## src/rtl/sst_pkg.sv

```systemverilog
`timescale 1ns / 1ps
// ---------------------------------------------------------------------------
// sst_pkg
// shared types and constants of the spectrum sweep tuner
// ---------------------------------------------------------------------------
package sst_pkg;

   // request command codes
   localparam logic [1:0] CMD_KEY   = 2'd0;
   localparam logic [1:0] CMD_FREQ  = 2'd1;
   localparam logic [1:0] CMD_LEVEL = 2'd2;

   // csr register indexes
   localparam int unsigned CSR_INDEX_W = 3;
   localparam int unsigned CSR_DATA_W  = 30;
   localparam logic [CSR_INDEX_W-1:0] CSR_RSSI_FLOOR = 3'd0;
   localparam logic [CSR_INDEX_W-1:0] CSR_SPAN_HZ    = 3'd1;
   localparam logic [CSR_INDEX_W-1:0] CSR_STEP_HZ    = 3'd2;
   localparam logic [CSR_INDEX_W-1:0] CSR_MIN_FREQ   = 3'd3;
   localparam logic [CSR_INDEX_W-1:0] CSR_MAX_FREQ   = 3'd4;

   // reset values
   localparam logic signed [7:0] FLOOR_RESET  = -8'sd120;
   localparam logic [27:0]       SPAN_RESET   = 28'd8000000;
   localparam logic [23:0]       STEP_RESET   = 24'd31250;
   localparam logic [29:0]       MIN_RESET    = 30'd862000000;
   localparam logic [29:0]       MAX_RESET    = 30'd928000000;
   localparam logic [29:0]       CENTER_RESET = 30'd895000000;
   localparam logic signed [7:0] CEIL_RESET   = -8'sd40;

   // tuning steps and ceiling limits
   localparam logic signed [31:0] STEP_FINE_HZ   = 32'sd250000;
   localparam logic signed [31:0] STEP_COARSE_HZ = 32'sd1000000;
   localparam logic signed [7:0]  CEIL_TOP_DBM   = -8'sd20;
   localparam logic signed [9:0]  CEIL_GAP_DB    = 10'sd20;
   localparam logic [7:0]         CEIL_STEP_DB   = 8'd5;
   localparam logic [7:0]         LEVEL_FULL     = 8'd255;

   // keypad codes
   localparam logic [6:0] KEY_FINE_DN_A   = 7'h2D;
   localparam logic [6:0] KEY_FINE_DN_B   = 7'h41;
   localparam logic [6:0] KEY_FINE_UP_A   = 7'h2F;
   localparam logic [6:0] KEY_FINE_UP_B   = 7'h42;
   localparam logic [6:0] KEY_COARSE_UP   = 7'h20;
   localparam logic [6:0] KEY_COARSE_DN   = 7'h2E;
   localparam logic [6:0] KEY_CEIL_UP     = 7'h50;
   localparam logic [6:0] KEY_CEIL_DN_A   = 7'h1B;
   localparam logic [6:0] KEY_CEIL_DN_B   = 7'h51;

   // queue between front and back, power of two
   localparam int unsigned QUEUE_DEPTH = 2;
   localparam int unsigned QPTR_W      = $clog2(QUEUE_DEPTH);

   typedef enum logic [3:0] {
      OP_NOP,
      OP_FINE_DN,
      OP_FINE_UP,
      OP_COARSE_UP,
      OP_COARSE_DN,
      OP_CEIL_UP,
      OP_CEIL_DN,
      OP_FREQ,
      OP_LEVEL
   } op_type;

   typedef enum logic [2:0] {
      ST_IDLE,
      ST_EXEC,
      ST_CHECK,
      ST_SUM,
      ST_CLAMP,
      ST_DIV,
      ST_DONE
   } back_state_type;

   typedef struct packed {
      op_type            op;
      logic [7:0]        point_index;
      logic signed [7:0] rssi_sample;
   } entry_type;

   typedef struct packed {
      logic signed [7:0] rssi_floor;
      logic [27:0]       span_hz;
      logic [23:0]       step_hz;
      logic [29:0]       min_freq_hz;
      logic [29:0]       max_freq_hz;
   } cfg_type;

endpackage

```

## src/rtl/sst_channels_if.sv

```systemverilog
`timescale 1ns / 1ps
// ---------------------------------------------------------------------------
// sst channel interfaces
// request and response handshake channels of the tuner
// ---------------------------------------------------------------------------
interface sst_req_if;
   logic              valid;
   logic              ready;
   logic [1:0]        cmd;
   logic [7:0]        key_byte;
   logic [7:0]        point_index;
   logic signed [7:0] rssi_sample;

   modport source (output valid, output cmd, output key_byte, output point_index,
                   output rssi_sample, input ready);
   modport sink (input valid, input cmd, input key_byte, input point_index,
                 input rssi_sample, output ready);
endinterface

interface sst_rsp_if;
   logic              valid;
   logic              ready;
   logic [29:0]       freq_hz;
   logic [7:0]        level;
   logic [29:0]       center_now_hz;
   logic signed [7:0] ceil_now_dbm;
   logic              tuning_changed;

   modport source (output valid, output freq_hz, output level, output center_now_hz,
                   output ceil_now_dbm, output tuning_changed, input ready);
   modport sink (input valid, input freq_hz, input level, input center_now_hz,
                 input ceil_now_dbm, input tuning_changed, output ready);
endinterface

```

## src/rtl/sst_front.sv

```systemverilog
`timescale 1ns / 1ps
// ---------------------------------------------------------------------------
// sst_front
// accepts requests, decodes keys and saturates the point index
// ---------------------------------------------------------------------------
module sst_front
   import sst_pkg::*;
#(
   parameter int SCAN_POINTS = 256
) (
   sst_req_if.sink   req,
   input  logic      q_full,
   output logic      push,
   output entry_type push_entry
);

   localparam int IdxMax = (SCAN_POINTS - 1 > 255) ? 255 : SCAN_POINTS - 1;
   localparam logic [7:0] IDX_MAX = IdxMax[7:0];

   op_type key_op;

   assign req.ready = !q_full;
   assign push      = req.valid && !q_full;

   // key decode, releases and unknown codes do nothing
   always_comb begin
      key_op = OP_NOP;
      if (req.key_byte[7]) begin
         case (req.key_byte[6:0])
            KEY_FINE_DN_A, KEY_FINE_DN_B: key_op = OP_FINE_DN;
            KEY_FINE_UP_A, KEY_FINE_UP_B: key_op = OP_FINE_UP;
            KEY_COARSE_UP:                key_op = OP_COARSE_UP;
            KEY_COARSE_DN:                key_op = OP_COARSE_DN;
            KEY_CEIL_UP:                  key_op = OP_CEIL_UP;
            KEY_CEIL_DN_A, KEY_CEIL_DN_B: key_op = OP_CEIL_DN;
            default:                      key_op = OP_NOP;
         endcase
      end
   end

   always_comb begin
      push_entry.rssi_sample = req.rssi_sample;
      push_entry.point_index = (req.point_index > IDX_MAX) ? IDX_MAX : req.point_index;
      case (req.cmd)
         CMD_KEY:   push_entry.op = key_op;
         CMD_FREQ:  push_entry.op = OP_FREQ;
         CMD_LEVEL: push_entry.op = OP_LEVEL;
         default:   push_entry.op = OP_NOP;
      endcase
   end

endmodule

```

## src/rtl/sst_queue.sv

```systemverilog
`timescale 1ns / 1ps
// ---------------------------------------------------------------------------
// sst_queue
// short fifo of decoded requests between front and back
// ---------------------------------------------------------------------------
module sst_queue
   import sst_pkg::*;
(
   input  logic      clock,
   input  logic      reset,
   input  logic      push,
   input  entry_type push_entry,
   output logic      full,
   input  logic      pop,
   output logic      not_empty,
   output entry_type pop_entry
);

   entry_type         mem_ff [QUEUE_DEPTH];
   logic [QPTR_W-1:0] wr_ptr_ff, wr_ptr_in;
   logic [QPTR_W-1:0] rd_ptr_ff, rd_ptr_in;
   logic [QPTR_W:0]   count_ff, count_in;

   // no request is taken while in reset
   assign full      = reset || (count_ff == (QPTR_W + 1)'(QUEUE_DEPTH));
   assign not_empty = (count_ff != '0);
   assign pop_entry = mem_ff[rd_ptr_ff];

   always_comb begin
      wr_ptr_in = push ? wr_ptr_ff + 1'b1 : wr_ptr_ff;
      rd_ptr_in = pop ? rd_ptr_ff + 1'b1 : rd_ptr_ff;
      count_in  = count_ff;
      if (push && !pop) begin
         count_in = count_ff + 1'b1;
      end else if (pop && !push) begin
         count_in = count_ff - 1'b1;
      end
   end

   always_ff @(posedge clock) begin
      if (reset) begin
         wr_ptr_ff <= '0;
         rd_ptr_ff <= '0;
         count_ff  <= '0;
      end else begin
         wr_ptr_ff <= wr_ptr_in;
         rd_ptr_ff <= rd_ptr_in;
         count_ff  <= count_in;
      end
   end

   always_ff @(posedge clock) begin
      if (push) begin
         mem_ff[wr_ptr_ff] <= push_entry;
      end
   end

endmodule

```

## src/rtl/sst_back.sv

```systemverilog
`timescale 1ns / 1ps
// ---------------------------------------------------------------------------
// sst_back
// executes decoded requests, holds tuning state and the response register
// ---------------------------------------------------------------------------
module sst_back
   import sst_pkg::*;
(
   input  logic      clock,
   input  logic      reset,
   input  cfg_type   cfg,
   input  logic      q_not_empty,
   input  entry_type q_entry,
   output logic      q_pop,
   sst_rsp_if.source rsp
);

   back_state_type     state_ff, state_in;
   op_type             op_ff, op_in;
   logic [7:0]         idx_ff, idx_in;
   logic signed [7:0]  rssi_ff, rssi_in;
   logic [29:0]        center_ff, center_in;
   logic signed [7:0]  ceil_ff, ceil_in;
   logic signed [31:0] nc_ff, nc_in;
   logic signed [31:0] lo_ff, lo_in;
   logic signed [31:0] hi_ff, hi_in;
   logic [31:0]        prod_ff, prod_in;
   logic signed [34:0] base_ff, base_in;
   logic signed [34:0] sum_ff, sum_in;
   logic [7:0]         dvsr_ff, dvsr_in;
   logic [7:0]         rem_ff, rem_in;
   logic [7:0]         quo_ff, quo_in;
   logic [2:0]         cnt_ff, cnt_in;
   logic [29:0]        freq_ff, freq_in;
   logic [7:0]         level_ff, level_in;
   logic               chg_ff, chg_in;
   logic               ov_ff, ov_in;
   logic [29:0]        ofreq_ff, ofreq_in;
   logic [7:0]         olevel_ff, olevel_in;
   logic [29:0]        ocenter_ff, ocenter_in;
   logic signed [7:0]  oceil_ff, oceil_in;
   logic               ochg_ff, ochg_in;

   logic signed [31:0] center_s;
   logic signed [31:0] half_span_s;
   logic signed [9:0]  ceil_low_lim;
   logic signed [8:0]  val9;
   logic signed [8:0]  range9;
   logic [15:0]        num;
   logic [8:0]         rem_sh;
   logic               ge;
   logic signed [34:0] min_x;
   logic signed [34:0] max_x;
   logic               below_min;
   logic               above_max;

   assign rsp.valid          = ov_ff;
   assign rsp.freq_hz        = ofreq_ff;
   assign rsp.level          = olevel_ff;
   assign rsp.center_now_hz  = ocenter_ff;
   assign rsp.ceil_now_dbm   = oceil_ff;
   assign rsp.tuning_changed = ochg_ff;

   always_comb begin
      center_s     = signed'({2'b00, center_ff});
      half_span_s  = signed'(32'(cfg.span_hz[27:1]));
      ceil_low_lim = 10'(cfg.rssi_floor) + CEIL_GAP_DB;
      val9         = 9'(rssi_ff) - 9'(cfg.rssi_floor);
      range9       = 9'(ceil_ff) - 9'(cfg.rssi_floor);
      num          = {val9[7:0], 8'd0} - {8'd0, val9[7:0]};
      rem_sh       = {rem_ff, quo_ff[7]};
      ge           = (rem_sh >= {1'b0, dvsr_ff});
      min_x        = signed'(35'(cfg.min_freq_hz));
      max_x        = signed'(35'(cfg.max_freq_hz));
      below_min    = (sum_ff < min_x);
      // raise to min first, then lower to max so max wins on an inverted band
      above_max    = below_min ? (cfg.min_freq_hz > cfg.max_freq_hz) : (sum_ff > max_x);

      state_in   = state_ff;
      op_in      = op_ff;
      idx_in     = idx_ff;
      rssi_in    = rssi_ff;
      center_in  = center_ff;
      ceil_in    = ceil_ff;
      nc_in      = nc_ff;
      lo_in      = lo_ff;
      hi_in      = hi_ff;
      prod_in    = prod_ff;
      base_in    = base_ff;
      sum_in     = sum_ff;
      dvsr_in    = dvsr_ff;
      rem_in     = rem_ff;
      quo_in     = quo_ff;
      cnt_in     = cnt_ff;
      freq_in    = freq_ff;
      level_in   = level_ff;
      chg_in     = chg_ff;
      ov_in      = ov_ff;
      ofreq_in   = ofreq_ff;
      olevel_in  = olevel_ff;
      ocenter_in = ocenter_ff;
      oceil_in   = oceil_ff;
      ochg_in    = ochg_ff;
      q_pop      = 1'b0;

      if (ov_ff && rsp.ready) begin
         ov_in = 1'b0;
      end

      case (state_ff)
         ST_IDLE: begin
            if (q_not_empty) begin
               q_pop    = 1'b1;
               op_in    = q_entry.op;
               idx_in   = q_entry.point_index;
               rssi_in  = q_entry.rssi_sample;
               freq_in  = '0;
               level_in = '0;
               chg_in   = 1'b0;
               state_in = ST_EXEC;
            end
         end
         ST_EXEC: begin
            state_in = ST_DONE;
            lo_in    = signed'(32'(cfg.min_freq_hz)) + half_span_s;
            hi_in    = signed'(32'(cfg.max_freq_hz)) - half_span_s;
            case (op_ff)
               OP_FINE_DN: begin
                  nc_in    = center_s - STEP_FINE_HZ;
                  chg_in   = 1'b1;
                  state_in = ST_CHECK;
               end
               OP_FINE_UP: begin
                  nc_in    = center_s + STEP_FINE_HZ;
                  chg_in   = 1'b1;
                  state_in = ST_CHECK;
               end
               OP_COARSE_UP: begin
                  nc_in    = center_s + STEP_COARSE_HZ;
                  chg_in   = 1'b1;
                  state_in = ST_CHECK;
               end
               OP_COARSE_DN: begin
                  nc_in    = center_s - STEP_COARSE_HZ;
                  chg_in   = 1'b1;
                  state_in = ST_CHECK;
               end
               OP_CEIL_UP: begin
                  chg_in = 1'b1;
                  if (ceil_ff < CEIL_TOP_DBM) begin
                     ceil_in = ceil_ff + signed'(CEIL_STEP_DB);
                  end
               end
               OP_CEIL_DN: begin
                  chg_in = 1'b1;
                  if (10'(ceil_ff) > ceil_low_lim) begin
                     ceil_in = ceil_ff - signed'(CEIL_STEP_DB);
                  end
               end
               OP_FREQ: begin
                  prod_in  = 32'(idx_ff) * 32'(cfg.step_hz);
                  base_in  = signed'(35'(center_ff)) - signed'(35'(cfg.span_hz[27:1]));
                  state_in = ST_SUM;
               end
               OP_LEVEL: begin
                  if (rssi_ff <= cfg.rssi_floor) begin
                     level_in = '0;
                  end else if (rssi_ff >= ceil_ff) begin
                     level_in = LEVEL_FULL;
                  end else begin
                     // quotient fits in 8 bits, so the top byte is a valid remainder
                     dvsr_in  = range9[7:0];
                     rem_in   = num[15:8];
                     quo_in   = num[7:0];
                     cnt_in   = '1;
                     state_in = ST_DIV;
                  end
               end
               default: begin
                  state_in = ST_DONE;
               end
            endcase
         end
         ST_CHECK: begin
            if (nc_ff >= lo_ff && nc_ff <= hi_ff && !nc_ff[31]) begin
               center_in = nc_ff[29:0];
            end
            state_in = ST_DONE;
         end
         ST_SUM: begin
            sum_in   = base_ff + signed'(35'(prod_ff));
            state_in = ST_CLAMP;
         end
         ST_CLAMP: begin
            if (above_max) begin
               freq_in = cfg.max_freq_hz;
            end else if (below_min) begin
               freq_in = cfg.min_freq_hz;
            end else begin
               freq_in = sum_ff[29:0];
            end
            state_in = ST_DONE;
         end
         ST_DIV: begin
            // one restoring step per cycle
            rem_in = ge ? 8'(rem_sh - {1'b0, dvsr_ff}) : rem_sh[7:0];
            quo_in = {quo_ff[6:0], ge};
            cnt_in = cnt_ff - 1'b1;
            if (cnt_ff == '0) begin
               level_in = {quo_ff[6:0], ge};
               state_in = ST_DONE;
            end
         end
         ST_DONE: begin
            if (!ov_ff || rsp.ready) begin
               ov_in      = 1'b1;
               ofreq_in   = freq_ff;
               olevel_in  = level_ff;
               ocenter_in = center_ff;
               oceil_in   = ceil_ff;
               ochg_in    = chg_ff;
               state_in   = ST_IDLE;
            end
         end
         default: begin
            state_in = ST_IDLE;
         end
      endcase
   end

   always_ff @(posedge clock) begin
      if (reset) begin
         state_ff  <= ST_IDLE;
         center_ff <= CENTER_RESET;
         ceil_ff   <= CEIL_RESET;
         ov_ff     <= 1'b0;
      end else begin
         state_ff  <= state_in;
         center_ff <= center_in;
         ceil_ff   <= ceil_in;
         ov_ff     <= ov_in;
      end
   end

   always_ff @(posedge clock) begin
      op_ff      <= op_in;
      idx_ff     <= idx_in;
      rssi_ff    <= rssi_in;
      nc_ff      <= nc_in;
      lo_ff      <= lo_in;
      hi_ff      <= hi_in;
      prod_ff    <= prod_in;
      base_ff    <= base_in;
      sum_ff     <= sum_in;
      dvsr_ff    <= dvsr_in;
      rem_ff     <= rem_in;
      quo_ff     <= quo_in;
      cnt_ff     <= cnt_in;
      freq_ff    <= freq_in;
      level_ff   <= level_in;
      chg_ff     <= chg_in;
      ofreq_ff   <= ofreq_in;
      olevel_ff  <= olevel_in;
      ocenter_ff <= ocenter_in;
      oceil_ff   <= oceil_in;
      ochg_ff    <= ochg_in;
   end

endmodule

```

## src/rtl/spectrum_sweep_tuner_unit.sv

```systemverilog
`timescale 1ns / 1ps
// ---------------------------------------------------------------------------
// spectrum_sweep_tuner_unit
// sweep center and display ceiling controller for a spectrum display
// ---------------------------------------------------------------------------
// each request yields exactly one response. a front stage decodes the
// request (keypad byte to tuning op, point index saturated to the scan size)
// and drops it into a two-entry queue, so new requests are taken while the
// back stage works and while a finished response waits in its output
// register. the back stage handles one request at a time: ceiling keys,
// unknown keys, unused commands and out-of-range rssi samples pass exec
// and done, center steps add a window check, a frequency request does the
// 8x24 multiply in exec, then add and clamp, and an in-range rssi sample
// runs the 8-step restoring divider before done. csr writes take effect on
// the next edge and are expected only while no request is in flight.
// ---------------------------------------------------------------------------
module spectrum_sweep_tuner_unit
   import sst_pkg::*;
#(
   parameter int SCAN_POINTS = 256
) (
   input  logic                   clock,
   input  logic                   reset,
   sst_req_if.sink                req_chan,
   sst_rsp_if.source              rsp_chan,
   input  logic                   csr_wen,
   input  logic [CSR_INDEX_W-1:0] csr_index,
   input  logic [CSR_DATA_W-1:0]  csr_wdata
);

   // configuration registers
   cfg_type   cfg_ff, cfg_in;

   // front to queue
   logic      push;
   entry_type push_entry;
   logic      q_full;

   // queue to back
   logic      q_pop;
   logic      q_not_empty;
   entry_type q_entry;

   // csr decode, writes outside the list are ignored
   always_comb begin
      cfg_in = cfg_ff;
      if (csr_wen) begin
         case (csr_index)
            CSR_RSSI_FLOOR: cfg_in.rssi_floor  = signed'(csr_wdata[7:0]);
            CSR_SPAN_HZ:    cfg_in.span_hz     = csr_wdata[27:0];
            CSR_STEP_HZ:    cfg_in.step_hz     = csr_wdata[23:0];
            CSR_MIN_FREQ:   cfg_in.min_freq_hz = csr_wdata[29:0];
            CSR_MAX_FREQ:   cfg_in.max_freq_hz = csr_wdata[29:0];
            default:        cfg_in = cfg_ff;
         endcase
      end
   end

   always_ff @(posedge clock) begin
      if (reset) begin
         cfg_ff.rssi_floor  <= FLOOR_RESET;
         cfg_ff.span_hz     <= SPAN_RESET;
         cfg_ff.step_hz     <= STEP_RESET;
         cfg_ff.min_freq_hz <= MIN_RESET;
         cfg_ff.max_freq_hz <= MAX_RESET;
      end else begin
         cfg_ff <= cfg_in;
      end
   end

   // request decode
   sst_front #(
      .SCAN_POINTS (SCAN_POINTS)
   ) u_front (
      .req        (req_chan),
      .q_full     (q_full),
      .push       (push),
      .push_entry (push_entry)
   );

   // decoupling queue
   sst_queue u_queue (
      .clock      (clock),
      .reset      (reset),
      .push       (push),
      .push_entry (push_entry),
      .full       (q_full),
      .pop        (q_pop),
      .not_empty  (q_not_empty),
      .pop_entry  (q_entry)
   );

   // execution and response register
   sst_back u_back (
      .clock       (clock),
      .reset       (reset),
      .cfg         (cfg_ff),
      .q_not_empty (q_not_empty),
      .q_entry     (q_entry),
      .q_pop       (q_pop),
      .rsp         (rsp_chan)
   );

`ifndef NO_ASSERTIONS
   // a handled key never carries a frequency or level result
   a_key_clean: assert property (@(posedge clock) disable iff (reset)
      rsp_chan.valid && rsp_chan.tuning_changed |->
         rsp_chan.freq_hz == '0 && rsp_chan.level == '0)
      else $error("tuning response carries frequency or level");

   // a level result comes alone
   a_level_alone: assert property (@(posedge clock) disable iff (reset)
      rsp_chan.valid && rsp_chan.level != '0 |->
         rsp_chan.freq_hz == '0 && !rsp_chan.tuning_changed)
      else $error("level response mixed with other results");

   // the ceiling never climbs past one step above its top limit
   a_ceil_bound: assert property (@(posedge clock) disable iff (reset)
      rsp_chan.valid |-> rsp_chan.ceil_now_dbm <= CEIL_TOP_DBM + signed'(CEIL_STEP_DB))
      else $error("ceiling above its limit");

   // the queue only drains into the back stage when it holds a request
   a_pop_nonempty: assert property (@(posedge clock) disable iff (reset)
      q_pop |-> q_not_empty && !$past(reset))
      else $error("queue popped while empty");
`endif

endmodule
```

## src/flat_wrapper.sv

```systemverilog
// flat-port wrapper written by rule: the top's interface ports become plain ports
module spectrum_sweep_tuner_unit_flat import sst_pkg::*;
#(
   parameter int SCAN_POINTS = 256
)
  (clock, reset, csr_wen, csr_index, csr_wdata, req_chan_valid, req_chan_cmd, req_chan_key_byte, req_chan_point_index, req_chan_rssi_sample, req_chan_ready, rsp_chan_valid, rsp_chan_freq_hz, rsp_chan_level, rsp_chan_center_now_hz, rsp_chan_ceil_now_dbm, rsp_chan_tuning_changed, rsp_chan_ready);
  sst_req_if req_chan_i ();
  sst_rsp_if rsp_chan_i ();
  input  logic clock;
  input  logic reset;
  input  logic csr_wen;
  input  logic [CSR_INDEX_W-1:0] csr_index;
  input  logic [CSR_DATA_W-1:0] csr_wdata;
  input wire logic [$bits(req_chan_i.valid)-1:0] req_chan_valid;
  input wire logic [$bits(req_chan_i.cmd)-1:0] req_chan_cmd;
  input wire logic [$bits(req_chan_i.key_byte)-1:0] req_chan_key_byte;
  input wire logic [$bits(req_chan_i.point_index)-1:0] req_chan_point_index;
  input wire logic [$bits(req_chan_i.rssi_sample)-1:0] req_chan_rssi_sample;
  output wire logic [$bits(req_chan_i.ready)-1:0] req_chan_ready;
  output wire logic [$bits(rsp_chan_i.valid)-1:0] rsp_chan_valid;
  output wire logic [$bits(rsp_chan_i.freq_hz)-1:0] rsp_chan_freq_hz;
  output wire logic [$bits(rsp_chan_i.level)-1:0] rsp_chan_level;
  output wire logic [$bits(rsp_chan_i.center_now_hz)-1:0] rsp_chan_center_now_hz;
  output wire logic [$bits(rsp_chan_i.ceil_now_dbm)-1:0] rsp_chan_ceil_now_dbm;
  output wire logic [$bits(rsp_chan_i.tuning_changed)-1:0] rsp_chan_tuning_changed;
  input wire logic [$bits(rsp_chan_i.ready)-1:0] rsp_chan_ready;
  assign req_chan_i.valid = req_chan_valid;
  assign req_chan_i.cmd = req_chan_cmd;
  assign req_chan_i.key_byte = req_chan_key_byte;
  assign req_chan_i.point_index = req_chan_point_index;
  assign req_chan_i.rssi_sample = req_chan_rssi_sample;
  assign req_chan_ready = req_chan_i.ready;
  assign rsp_chan_valid = rsp_chan_i.valid;
  assign rsp_chan_freq_hz = rsp_chan_i.freq_hz;
  assign rsp_chan_level = rsp_chan_i.level;
  assign rsp_chan_center_now_hz = rsp_chan_i.center_now_hz;
  assign rsp_chan_ceil_now_dbm = rsp_chan_i.ceil_now_dbm;
  assign rsp_chan_tuning_changed = rsp_chan_i.tuning_changed;
  assign rsp_chan_i.ready = rsp_chan_ready;
  spectrum_sweep_tuner_unit #(.SCAN_POINTS(SCAN_POINTS)) u_core (.clock(clock), .reset(reset), .req_chan(req_chan_i), .rsp_chan(rsp_chan_i), .csr_wen(csr_wen), .csr_index(csr_index), .csr_wdata(csr_wdata));
endmodule
```

## config.mk

```make
export PLATFORM = sky130hd
export DESIGN_NAME = spectrum_sweep_tuner_unit_flat
export DESIGN_NICKNAME = d
export VERILOG_FILES = /design/src/rtl/sst_pkg.sv /design/src/rtl/sst_channels_if.sv /design/src/rtl/sst_front.sv /design/src/rtl/sst_queue.sv /design/src/rtl/sst_back.sv /design/src/rtl/spectrum_sweep_tuner_unit.sv /design/src/flat_wrapper.sv
export SDC_FILE = /design/constraint.sdc
export NUM_CORES = 2
export LEC_CHECK = 0
export ABC_AREA = 1
export BUFFER_PORTS_ARGS = -buffer_cell sky130_fd_sc_hd__buf_2
export CORE_MARGIN = 2
export CORE_UTILIZATION = 30
export CTS_CLUSTER_SIZE = 12
export DETAILED_ROUTE_END_ITERATION = 6
export PLACE_DENSITY = 0.5
export SLEW_MARGIN = 5
export SYNTH_ARGS = -nofsm -noshare
export SYNTH_HDL_FRONTEND = slang
export SYNTH_SLANG_ARGS = --single-unit
```

## constraint.sdc

```tcl
create_clock -name clock -period 14.4 [get_ports clock]
set_input_delay 0 -clock clock [delete_from_list [all_inputs] [get_ports clock]]
set_output_delay 0 -clock clock [all_outputs]
set_load 0.02 [all_outputs]
```

==> impl_metrics.yaml <==
die:
  die_y_um: 374
  initial_core_util_pct: 30.2
  rows: 135
  die_area_um2: 140000
  fp.dieW_um: 374
  core_um2: 136000
  num_io_pins: 143
global_route:
  grt-ovfl-total: 0
  grt_pass1_vias: 33912
  antenna_found_initial: 6
  grt_max_degree: 77
  grt_use_total_pct: 19.2
  grt_pass1_wl_um: 205000
synth:
  synth_fp_nets: 5710
  yosysWarnings: 0
  netlist_area_um2: 41000
  synth_common_cells: "nand2_1 (1,227), inv_1 (816), nor2_1 (440), edfxtp_1 (395), ha_1 (374)"
  ys_seq_area_share_pct: 37.0
  netlist-cell-type-count: 54
  synth_area_per_cell_um2: 7.99
  netlist_top_cells_area: "edfxtp_1 (29%), ha_1 (11%), nand2_1 (11%)"
  synth-edff-count: 395
  synthArstFlopShare_pct: 0
  ys_ff_latch: 560
  synth.top_cell.area_share_pct: 28.9
  synth_cells: 5132
  yosysMostFrequentCell: "nand2_1"
  ys.flop_type: "edfxtp_1"
  yosysTopAreaCell: "edfxtp_1"
pwr:
  p_clk_share_pct: 22.7
  power_density_nw_per_um2: 189
  combPwrFrac_pct: 49.4
  seqPwrFrac_pct: 27.9
  p_leak_uw: 0.0219
  switching_share_pct: 44.3
  switching_power_uw: 3940
  p_int_uw: 4960
  ir_worst_vdd_mv: 0.230
worst_setup_path:
  path_cells: "nand2_1 -> fa_1 -> fa_1 -> inv_1 -> fa_1 -> inv_1 -> fa_1 -> inv_1 -> ha_1 -> a21oi_1 -> a21boi_2 -> o21bai_1 -> a21boi_0 -> o21ai_0 -> nand2_1 -> nand2_1 -> nand2_1 -> nand2_1"
  startpoint_type: "register"
  slowest_stage: "edfxtp_1"
  critPathKind: "register to register"
  path_max_fanout: 24
  critPathMaxStageDelay_ns: 1.03
  crit_top_cell: "nand2_1"
  crit_required_ns: 14.83
  endpoint_kind: "register"
  arrival_ns: 5.95
drt:
  post_drt_wl_per_cell_um: 18.9
  finalWirelength_um: 135000
  viasPerCell: 4.85
  antenna_left: 0
  drc: 0
  num_vias: 34626
  drt_iter0_markers: 2321
  drtPass1Iterations: 6
cts:
  cts_tree: "built"
  htreeDepth: 3
  cts.clk_slew.worst_paths_ns: 0.06
  post-cts-setup-buffer-count: 0
  clock-sinks: 560
  cts_buffer_depth: 3
  cts_buffers: 75
  cts-root-buf: "clkbuf_16"
  worstSkewPairLatency_ns: 0.68
timing:
  finClkSkew_ns: 0.0336
  rsz0062_at_grt: "no"
  slew_viol_final: 0
  setup_viol: 0
  setup-tns-final_ns: 0
  max_freq_mhz: 181
  slew-limit-headroom_pct: 25.5
  fin_crit_sh_pct: 38.3
  period_needed_ns: 5.52
  max_slew.worst_pin.slew_ns: 1.12
  hold_viol_final: 0
  fin_ws_ns: 8.88
placed_design:
  port_buffers: 142
  gp_congestion: 0.939
  dpl_worst_slack_ns: 8.89
  hpwl_um: 105000
min_path:
  min_path_type: "input pin to register"
finish:
  layout-drive-gt1-share_pct: 6.47
  layout.nets: 5879
  syn2layout_area_growth_pct: 14.5
job:
  maxCapViolations: 0
outcome:
  status: "finished clean"
==> cells by family (layout without fill, tap and decap cells) <==
| logic type | after synthesis | count (layout) | share of synthesized area, % |
|---|---|---|---|
| AND/OR/NAND/NOR | 2076 | 2076 | 20.7 |
| flip-flops | 560 | 560 | 37.0 |
| buffers and inverters | 978 | 1209 | 9.09 |
| adder cells (fa/ha/maj) | 514 | 514 | 18.2 |
| other | 0 | 2 | 0 |
| AO/OA/AOI/OAI | 844 | 844 | 11.5 |
| XOR/XNOR | 160 | 160 | 3.43 |
==> sequential cells by signal, indices dropped and copies added (netlist names), 30 cells and up <==
name                             cells
u_core.u_back.base_ff               31
u_core.u_back.sum_ff                35
u_core.u_queue.mem_ff               40
u_core.u_back.hi_ff                 31
u_core.u_back.lo_ff                 31
u_core.u_back.rsp.freq_hz           30
u_core.u_back.freq_ff               30
u_core.u_back.center_ff             30
u_core.u_back.rsp.center_now_hz     30
u_core.u_back.prod_ff               32
u_core.u_back.nc_ff                 32
u_core.cfg_ff                      119
==> cell type report <==
type	count	area, um2
repair buffers	238	1600
clock inverters	46	594
diodes	2	5.00
multi-input cells	3594	22200
inverters	832	3130
clock buffers	93	2030
fillers	14286	88700
well taps	1781	2230
flip-flops and latches	560	15200
==> power by group through the flow <==
stage	Clock (uW)	Sequential, uW	Combinational (uW)
floorplan	0	2360	3180
global placement	0	2510	4460
detailed placement	0	2510	4450
CTS	2080	2480	4490
global route	2140	2510	5050
finish	2020	2480	4400
==> cells in the final DEF, fill, tap and decap left out, types with 46 or more instances in the layout <==
| master | n |
|---|---|
| xnor2_1 | 54 |
| o21ai_0 | 273 |
| clkbuf_16 | 78 |
| nand2_1 | 1227 |
| dlygate4sd3_1 | 66 |
| buf_2 | 142 |
| xor2_1 | 105 |
| dfxtp_1 | 165 |
| fa_1 | 140 |
| nor2_1 | 431 |
| nand4_1 | 84 |
| nor3_1 | 46 |
| nand3_1 | 229 |
| ha_1 | 374 |
| inv_1 | 815 |
| a21oi_1 | 355 |
| edfxtp_1 | 395 |
==> per-stage QoR <==
stage | power (uW) | area [um2] | hold slack (ns) | utilization (%) | std cells
4_1_cts | 9060 | 47000 | 0.00123 | 34.6 | 7144
3_5_place_dp | 6960 | 43700 | 0.191 | 32.2 | 6939
5_1_grt | 9690 | 47000 | 0.0295 | 34.6 | 7144
3_3_place_gp | 6970 | 43700 | 0.188 | 32.2 | 6939
6_report | 8900 | 47000 | 0.0734 | 34.6 | 7146
2_1_floorplan | 5540 | 41000 | 0.0989 | - | 5132
==> path summary, 6_finish.rpt <==
kind         slack [ns]  depth (start not counted)                                 from                                     end
max                8.88                         18    u_core.u_back.idx_ff[4]$_DFFE_PP_     u_core.u_back.prod_ff[22]$_DFFE_PP_
min                0.07                          2              req_chan_point_index[5]  u_core.u_queue.mem_ff[1][13]$_DFFE_PP_
max reg2reg        8.88                         18    u_core.u_back.idx_ff[4]$_DFFE_PP_     u_core.u_back.prod_ff[22]$_DFFE_PP_
min reg2reg        0.41                          0  u_core.u_back.level_ff[7]$_DFFE_PP_    u_core.u_back.rsp.level[7]$_DFFE_PP_
==> critical path, delay by kind of cell (launching register included) <==
family / cells / cell delay [ns]
AO/OA/AOI/OAI: 5 / 1.22
AND/OR/NAND/NOR: 5 / 0.47
flip-flops: 1 / 1.03
buffers and inverters: 3 / 0.15
adder cells (fa/ha/maj): 5 / 2.43
==> layer usage <==
metal  vias to the layer above  part of all wire [%]  track usage [%]
met5                         -                     0                0
met4                         0                   3.0             5.89
met3                       193                   4.2             2.64
met2                       765                    46             31.8
met1                     16432                    47             25.8
li1                      17236                     -                -
==> what timing repair did <==
| action | 4_1_cts | 5_1_grt |
|---|---|---|
| hold buffers | 66 | 0 |
| hold endpoints to repair | 165 | 0 |
| gates resized for setup | 0 | 0 |
Note: power is estimated with default switching activity, not from simulation.
